$ cat src/rtl/pit_pkg.sv
// shared types and constants for the point-in-triangle barycentric block
// no dependencies; imported by pit_front, pit_queue, pit_back and the top level
package pit_pkg;

  // number of triangle vertices, one divider lane per vertex
  localparam int NumLanes = 3;

  // depth of the queue between classifier and divider
  localparam int QueueDepth = 4;

  // per-item status from the classifier
  typedef struct packed {
    logic in_tri;   // point inside under tie-break rule
    logic ccw;      // common sign positive
    logic zero_w;   // weights forced to zero (outside or zero sum)
  } pit_flags_t;

endpackage

$ cat src/rtl/pit_queue.sv
// small register queue between classifier and divider
// depends on pit_pkg for its depth
module pit_queue #(
  parameter int WIDTH = 8
) (
  input  logic             clk_i,
  input  logic             rst_ni,
  input  logic             in_valid_i,
  output logic             in_ready_o,
  input  logic [WIDTH-1:0] in_data_i,
  output logic             out_valid_o,
  input  logic             out_ready_i,
  output logic [WIDTH-1:0] out_data_o
);
  import pit_pkg::*;

  localparam int PtrBits = $clog2(QueueDepth);

  logic [WIDTH-1:0]   mem_q [0:QueueDepth-1];
  logic [PtrBits-1:0] wr_q, rd_q;
  logic [PtrBits:0]   cnt_q;
  logic push, pop;

  assign in_ready_o  = cnt_q != (PtrBits+1)'(QueueDepth);
  assign out_valid_o = cnt_q != '0;
  assign push = in_valid_i && in_ready_o;
  assign pop  = out_valid_o && out_ready_i;
  assign out_data_o = mem_q[rd_q];

  // storage
  always_ff @(posedge clk_i) begin
    if (push) mem_q[wr_q] <= in_data_i;
  end

  // pointers and fill count
  always_ff @(posedge clk_i or negedge rst_ni) begin
    if (!rst_ni) begin
      wr_q  <= '0;
      rd_q  <= '0;
      cnt_q <= '0;
    end else begin
      if (push) wr_q <= wr_q + 1'b1;
      if (pop)  rd_q <= rd_q + 1'b1;
      if (push && !pop)      cnt_q <= cnt_q + 1'b1;
      else if (pop && !push) cnt_q <= cnt_q - 1'b1;
    end
  end

endmodule

$ cat config.mk
export PLATFORM = sky130hd
export DESIGN_NAME = pit_queue
export DESIGN_NICKNAME = d
export VERILOG_FILES = /design/src/rtl/pit_pkg.sv /design/src/rtl/pit_queue.sv
export SDC_FILE = /design/constraint.sdc
export NUM_CORES = 1
export LEC_CHECK = 0
export BUFFER_PORTS_ARGS = -buffer_cell sky130_fd_sc_hd__buf_2
export CORE_ASPECT_RATIO = 1.4
export CORE_MARGIN = 2
export CORE_UTILIZATION = 59
export DETAILED_ROUTE_END_ITERATION = 12
export GPL_TIMING_DRIVEN = 0
export PLACE_DENSITY_LB_ADDON = 0.2
export SKIP_LAST_GASP = 1
export SLEW_MARGIN = 0
export SYNTH_ARGS = -nofsm -noshare
export SYNTH_HDL_FRONTEND = slang
export SYNTH_SLANG_ARGS = --single-unit
$ cat constraint.sdc
create_clock -name clk_i -period 5.6 [get_ports clk_i]
set_input_delay 0.28 -clock clk_i [delete_from_list [all_inputs] [get_ports clk_i]]
set_output_delay 0.28 -clock clk_i [all_outputs]
set_load 0.02 [all_outputs]
=== Word-level counts from Yosys, hierarchy flattened ===
Memories as Yosys holds them, arrays and structs flattened.
Cells that the tools add are included.

* Register bits after elaboration: 7
* Bits in writable memories: 32
* Input port bits: 12
* Output and inout port bits: 10
* Word-level logic and storage cells: 21
* Memories kept: 1

{| class="wikitable"
|+ Memory list
! name !! depth !! width !! read ports !! clocked after memory_dff !! wr ports !! RTL line !! text
|-
| mem_q || 4 || 8 || 1 || 0 || 1 || pit_queue.sv:19 || <nowiki>logic [WIDTH-1:0] mem_q [0:QueueDepth-1];</nowiki>
|}

* Add/subtract/negate cells: 4
* Equal/unequal tests: 1
* Mux-type cells: 4
* Reductions and logical operators: 8

{| class="wikitable"
|+ Operators by type and width
! operator !! number
|-
| 3-bit 2-to-1 mux || 2
|-
| 2-bit by 1-bit adder with 2-bit output, second input constant || 2
|-
| 1-bit logical AND || 4
|-
| 3-bit by 1-bit adder with 3-bit output, second input constant || 1
|-
| 3-bit inequality test, second input constant || 1
|-
| 3-bit nonzero test || 1
|-
| 3-bit by 1-bit subtractor with 3-bit output, second input constant || 1
|-
| 1-bit zero test || 2
|-
| 1-bit 2-to-1 mux || 2
|-
| 2-bit nonzero test || 1
|}

=== Depth between registers and ports, before layout ===
Gate-level depths: netlist of run 1.

* Depth in word-level cells: 6
* Gate-level depth with buffers: 8
* Depth with buffers taken out: 8

=== Worst setup path before layout of run 1 ===
OpenSTA, ideal clock, no wires.

* Path kind: register -> register
* From: register cnt_q[0]
* To: register cnt_q[2]
* Setup time: 0.079 ns
* Data arrival time: 1.909 ns
* Data required time: 5.521 ns
* Path slack: 3.612 ns
* Cell stages (with the launch flop): 9
* Path buffers: 0
* Clock period less this slack: 1.988 ns
* Cells stage by stage: dfrtp_1 or3_4 nand2_4 ha_1 inv_1 fa_1 xor2_1 nor2_1 xor2_1

* Longest elaborated chain between the ends: 5
* Elaborated cells on any way between the ends: 13
* Classes of those cells: add/sub: 2; eq/ne: 1; mux: 2; reduce/logical: 8

{| class="wikitable"
|+ RTL lines
! element !! RTL line !! text
|-
| from (decl) || pit_queue.sv:21 || <nowiki>logic [PtrBits:0] cnt_q;</nowiki>
|-
| from (signal assigned) || pit_queue.sv:44 || <nowiki>if (push && !pop) cnt_q <= cnt_q + 1'b1;</nowiki>
|-
| from (signal assigned) || pit_queue.sv:45 || <nowiki>else if (pop && !push) cnt_q <= cnt_q - 1'b1;</nowiki>
|-
| 3-bit nonzero test * || pit_queue.sv:25 || <nowiki>assign out_valid_o = cnt_q != '0;</nowiki>
|-
| net out_valid_o || pit_queue.sv:11 || <nowiki>output logic out_valid_o,</nowiki>
|-
| 1-bit logical AND * || pit_queue.sv:27 || <nowiki>assign pop = out_valid_o && out_ready_i;</nowiki>
|-
| 1-bit zero test || pit_queue.sv:44 ||
|-
| 1-bit logical AND || pit_queue.sv:44 ||
|-
| 3-bit 2-to-1 mux / 2-bit nonzero test (equally long branches) || -- ||
|}

Mark *: on every way through the listed nets, which the timed path passes. The rest lies on a longest branch. The select of a mux whose other input is x is not followed.
A chain may end at the register's enable or synchronous reset.

=== Worst setup path after layout of run 1 ===
* From: register cnt_q[2]
* To: register cnt_q[2]

* Longest elaborated chain between the ends: 5
* Elaborated cells on any way between the ends: 13
* Classes of those cells: add/sub: 2; eq/ne: 1; mux: 2; reduce/logical: 8

{| class="wikitable"
|+ RTL lines
! element
|-
| branches (longest 5 deep; another with 3-bit by 1-bit subtractor with 3-bit output)
|}

Parallel ways; which one is timed is not known. The select of a mux whose other input is x is not followed.

==> results of run 1 <==
==> layer usage <==
layer,track usage,vias to the layer above
met3,0.0742,4
li1,-,352
met4,0.0608,0
met5,0,-
met2,0.280,22
met1,0.193,374
==> area by class of cell <==
cell class	instances	area [µm²]	area share
plain buffers	2	12.5	0.00694
clock buffers	7	55.1	0.0305
clock inverters	1	3.75	0.00208
inverters	3	11.3	0.00625
multi-input cells	33	424	0.235
flip-flops and latches	39	1140	0.630
well taps	36	45.0	0.0250
repair buffers	22	115	0.0638
==> worst min-delay path by stage <==
stage | depth (start not counted) | slack, ps | start | to
final | 1 | 160 | in_data_i[4] | mem_q[0][4]
after global routing | 1 | 140 | in_data_i[1] | mem_q[2][1]
after CTS | 1 | 150 | in_data_i[4] | mem_q[0][4]
after detailed placement | 1 | 120 | rst_ni | wr_q[1]
after global placement | 1 | 120 | rst_ni | wr_q[1]
after floorplan | 0 | -20 | rst_ni | cnt_q[0]
==> synthesized netlist by cell type (2+ instances only) <==
cell and number:
inv_1 3, mux4_2 8, xor2_1 2, ha_1 5
xnor2_1 4, and2_1 4, dfrtp_1 7, edfxtp_1 32
==> power by group <==
part           internal (mW)  switching (mW)  leakage, nW
clock                 0.0602          0.0813       0.0329
combinational          0.163           0.194        0.265
sequential             0.393          0.0343        0.375
==> per-stage QoR <==
step	setup slack (ps)	cell area [µm²]
final	3520	1800
after global placement	3580	1730
after floorplan	3610	1580
after detailed placement	3530	1730
after global routing	3370	1800
after CTS	3500	1800
==> critical path, delay by kind of cell (launching register included) <==
family / cells / cell delay (ps)
and+or+nand+nor: 3 / 650
DFF: 1 / 450
buffers and inverters: 1 / 60
adders and majority gates: 2 / 540
xor gates and xnor gates: 2 / 300
==> logic make-up after synthesis <==
kind of cell / share of synthesized area
adders and majority gates: 0.0521
DFF: 0.717
and+or+nand+nor: 0.0450
buffers and inverters: 0.0150
xor gates and xnor gates: 0.0332
muxes: 0.130
AOI/OAI and AO/OA: 0.00711
==> registers in the layout (all words and copies together) (netlist names) <==
| signal | cells |
|---|---|
| mem_q | 32 |
| cnt_q | 3 |
| rd_q | 2 |
| wr_q | 2 |
==> flow_summary.json, run 1 <==
{
  "wl_met1_um": 827,
  "cts_hold_buf": 1,
  "final.period_utilization": 0.371,
  "antenna_found_initial": 0,
  "synthesis.area_mm2": 0.00158,
  "tns_ps": 0,
  "reg2reg_depth": 8,
  "worst_slew_pin_slew_ps": 427,
  "cap_violations": 0,
  "drt-total-wl_um": 2200,
  "synthTopCellsByArea": "edfxtp_1 61%, mux4_2 11%, dfrtp_1 11%",
  "peakVddDrop_mv": 0.329,
  "yosysWarnings": 0,
  "drc": 0,
  "die_w_um": 47.8,
  "synth_ff_type": "edfxtp_1",
  "grt_first_pass_wirelength_um": 3460,
  "cp_cell_sequence": "or3_4, nand2_4, ha_1, inv_1, fa_1, xor2_1, nor2_1, xor2_1",
  "ys_types": 20,
  "tritoncts": "built",
  "io_buffers": 21,
  "drt.antenna.violating_nets": 0,
  "globalplace.congestion": 0.634,
  "p_leak_nw": 0.673,
  "vias": 752,
  "status": "complete, no violations",
  "rsz0062_at_grt": "no",
  "r2r-end": "cnt_q[2]",
  "layout-drive-gt1-share": 0.411,
  "synth_edf_count": 32,
  "met3_length_um": 117,
  "chipHeight_um": 65.3,
  "period_minus_slack_ps": 2080,
  "yosys.area.top_type": "edfxtp_1",
  "wl_per_cell_um": 15.4,
  "grt_max_degree": 12,
  "path_max_fanout": 4,
  "nFillCells": 197,
  "cp_slowest_cell": "dfrtp_1",
  "cts_sinks": 39,
  "fmax_mhz": 481,
  "io_pins": 22,
  "htree_levels": 2,
  "cp-end-kind": "flip-flop",
  "crit_top_cell": "xor2_1",
  "ys_seq_elements": 39,
  "grt_pass1_vias": 755,
  "drt_iter0_markers": 12,
  "final_common_cell": "edfxtp_1",
  "crit_end": "cnt_q[2]",
  "arrival_ps": 2340,
  "min_path_type": "in2reg",
  "diodes": 0,
  "async_flop_share": 0.179,
  "cts_setup_buffers": 0,
  "report.final.slew_viol_count": 0,
  "clkTransAtPathRegs_ps": 110,
  "slowest_delay_ps": 450,
  "via_per_inst": 5.26,
  "fin_nets": 124,
  "cts_buffers": 5,
  "fin_util": 0.697,
  "hold_violations": 0,
  "ys_seq_area_frac": 0.717,
  "reg2reg_from": "cnt_q[2]",
  "final_cells": 143,
  "synth_fp_nets": 95,
  "synth_top_area_share": 0.607,
  "grtUsageTotal": 0.171,
  "required_ps": 5860,
  "area_growth_pct": 13.8,
  "crit_start": "cnt_q[2]",
  "dpl.hpwl_um": 1640,
  "placed_cells": 134,
  "critical_path.startpoint_type": "flip-flop",
  "coreArea_mm2": 0.00259,
  "synth_cells": 77,
  "worst_clock_skew_ps": 7.66,
  "start_util": 0.612,
  "design.die.area_mm2": 0.00312,
  "wl_met2_um": 1230,
  "cts_root_buf": "clkbuf_4",
  "first_pass_iters": 4,
  "power_mw": 0.926,
  "clock_latency_ps": 330,
  "top_layer": "met4",
  "layout_common_cells": "32 x edfxtp_1, 21 x buf_2, 8 x mux4_2",
  "power.density_mw_per_mm2": 514,
  "r2r_slack_ps": 3520,
  "cts_resized": 0,
  "path_class": "reg2reg",
  "gr-total-overflow": 0,
  "rows": 22,
  "slew_headroom": 0.716,
  "hold_ws_ps": 163,
  "setup_viol": 0,
  "clockBufferDepth": 2,
  "avgSynthCellArea_um2": 20.6
}
Note: power is estimated with default switching activity, not from simulation.
==> run 2: changes to the inputs <==
CORE_UTILIZATION = 55   (was 59)
clock period = 2.1 ns   (was 5.6 ns; I/O delays follow)
==> run 2 against run 1 <==
- non-clock buffer count is 3 higher
- die area is 6.7% higher
- cell area is 4.4% higher
- clock power grew to 3.4 times the previous value
- final cell count is 2.8% higher
- first-iteration DRC count is 8.3% higher
- sequential share of layout area is 2.5 points lower
- clock skew is 2.2 ps lower
- critical path depth stayed put
- register-to-register slack worse by 3400 ps
==> flow_summary.json, run 2 (synthesis gave the netlist of run 1 again) <==
{
  "status": "complete, no violations",
  "drt_iter0_markers": 13,
  "rows": 23,
  "diodes": 0,
  "crit_start": "cnt_q[0]",
  "tritoncts": "built",
  "worst_slew_pin_slew_ps": 471,
  "reg_top3": "mem_q: 32 flops, cnt_q: 3 flops",
  "drt-total-wl_um": 2270,
  "cp_slowest_cell": "dfrtp_2",
  "dpl.hpwl_um": 1530,
  "antenna_found_initial": 0,
  "first_pass_iters": 4,
  "clock_latency_ps": 290,
  "design_area_mm2": 0.00188,
  "rsz0062_at_grt": "no",
  "gr-total-overflow": 0,
  "grtUsageTotal": 0.163,
  "slowest_delay_ps": 440,
  "cp-end-kind": "flip-flop",
  "vias": 755,
  "io_buffers": 21,
  "drt.antenna.violating_nets": 0,
  "clockBufferDepth": 2,
  "grt_pass1_vias": 796,
  "slew_headroom": 0.686,
  "grt_first_pass_wirelength_um": 3620,
  "reg2reg_from": "cnt_q[0]",
  "cts_sinks": 39,
  "hold_violations": 0,
  "report.final.slew_viol_count": 0,
  "p_leak_nw": 0.697,
  "path_class": "reg2reg",
  "crit_top_cell": "xor2_1",
  "min_path_type": "in2reg",
  "peakVddDrop_mv": 0.925,
  "placed_cells": 135,
  "cts_root_buf": "clkbuf_8",
  "design.die.area_mm2": 0.00333,
  "required_ps": 2320,
  "critical_path.startpoint_type": "flip-flop",
  "hold_start": "in_data_i[3]",
  "globalplace.congestion": 0.699,
  "nFillCells": 209,
  "cts_buffers": 5,
  "layout-drive-gt1-share": 0.482,
  "power.density_mw_per_mm2": 1410,
  "final_cells": 147,
  "htree_levels": 2,
  "via_per_inst": 5.14,
  "wl_per_cell_um": 15.4,
  "cap_violations": 0,
  "fmax_mhz": 508,
  "path_max_fanout": 4,
  "clkTransAtPathRegs_ps": 70,
  "area_growth_pct": 18.8,
  "worst_clock_skew_ps": 5.50,
  "post_dp_cell_area_mm2": 0.00174,
  "drc": 0,
  "fin_nets": 127,
  "die_w_um": 49.4,
  "grt_max_degree": 14,
  "cp_cell_sequence": "or3_4, nand2_4, ha_4, inv_1, fa_2, xor2_1, nor2_1, xor2_1",
  "chipHeight_um": 67.5,
  "coreArea_mm2": 0.00279,
  "layout_common_cells": "32 x edfxtp_1, 21 x buf_2, 8 x mux4_2",
  "final_common_cell": "edfxtp_1",
  "setup_viol": 0,
  "largest_register_ffs": 32,
  "arrival_ps": 2190,
  "period_minus_slack_ps": 1970,
  "io_pins": 22,
  "start_util": 0.567,
  "tns_ps": 0,
  "top_register": "mem_q",
  "final.period_utilization": 0.938
}
==> run 2: where the power goes <==
group	switching, mW	leakage [nW]	internal [mW]	total (mW)
sequential	0.0852	0.373	1.05	1.14
combinational	0.553	0.284	0.488	1.04
clock	0.249	0.0402	0.230	0.479
==> run 2: final timing paths <==
| kind | cells after the start | endpoint | slack (ps) |
|---|---|---|---|
| min in group asynchronous | 2 | cnt_q[1] | 170 |
| setup / recovery | 8 | cnt_q[2] | 130 |
| max in group asynchronous | 2 | cnt_q[2] | 1760 |
| hold / removal | 1 | mem_q[1][3] | 20 |
| hold reg to reg | 1 | cnt_q[0] | 520 |
| setup reg to reg | 8 | cnt_q[2] | 130 |
==> run 2: what timing repair did <==
item                                   4_1_cts  5_1_grt
endpoints found under the hold margin        7        0
setup endpoints to repair                    0        1
hold buffers                                 1        0
gates resized for setup                      0        6
buffers inserted                             0        3
==> run 2: metrics by stage <==
step | setup WS [ps] | power, mW | utilization | hold slack [ps]
floorplan | 112 | 1.87 | - | -191
global placement | 69.9 | 2.09 | 0.622 | -57.9
detailed placement | 50.5 | 2.13 | 0.622 | -50.7
CTS | 26.3 | 2.61 | 0.657 | 15.9
global route | 6.33 | 2.82 | 0.674 | 16.7
finish | 131 | 2.66 | 0.674 | 20.3
==> run 2: layout make-up <==
cell class,instances,area (µm²),area share
clock inverter,3,20.0,0.0106
sequential,39,1140,0.605
buffer,2,12.5,0.00665
clock buffer,5,68.8,0.0366
timing repair buffer,25,138,0.0731
inverter,3,11.3,0.00598
tap,37,46.3,0.0246
multi-input combinational,33,447,0.237
==> run 2: routing by layer <==
metal	global-route usage	up-vias	routed length [µm]
met5	0	-	0
met3	0.0619	5	125
met1	0.167	378	902
met2	0.282	20	1180
li1	-	352	-
met4	0.0964	0	55
==> run 2: worst max-delay path: cells and delay by family (launching register included) <==
family / cells / cell delay, ps
XOR/XNOR: 2 / 280
adder cells (fa/ha/maj): 2 / 470
buffers and inverters: 1 / 50
flip-flops: 1 / 440
AND/OR/NAND/NOR: 3 / 660
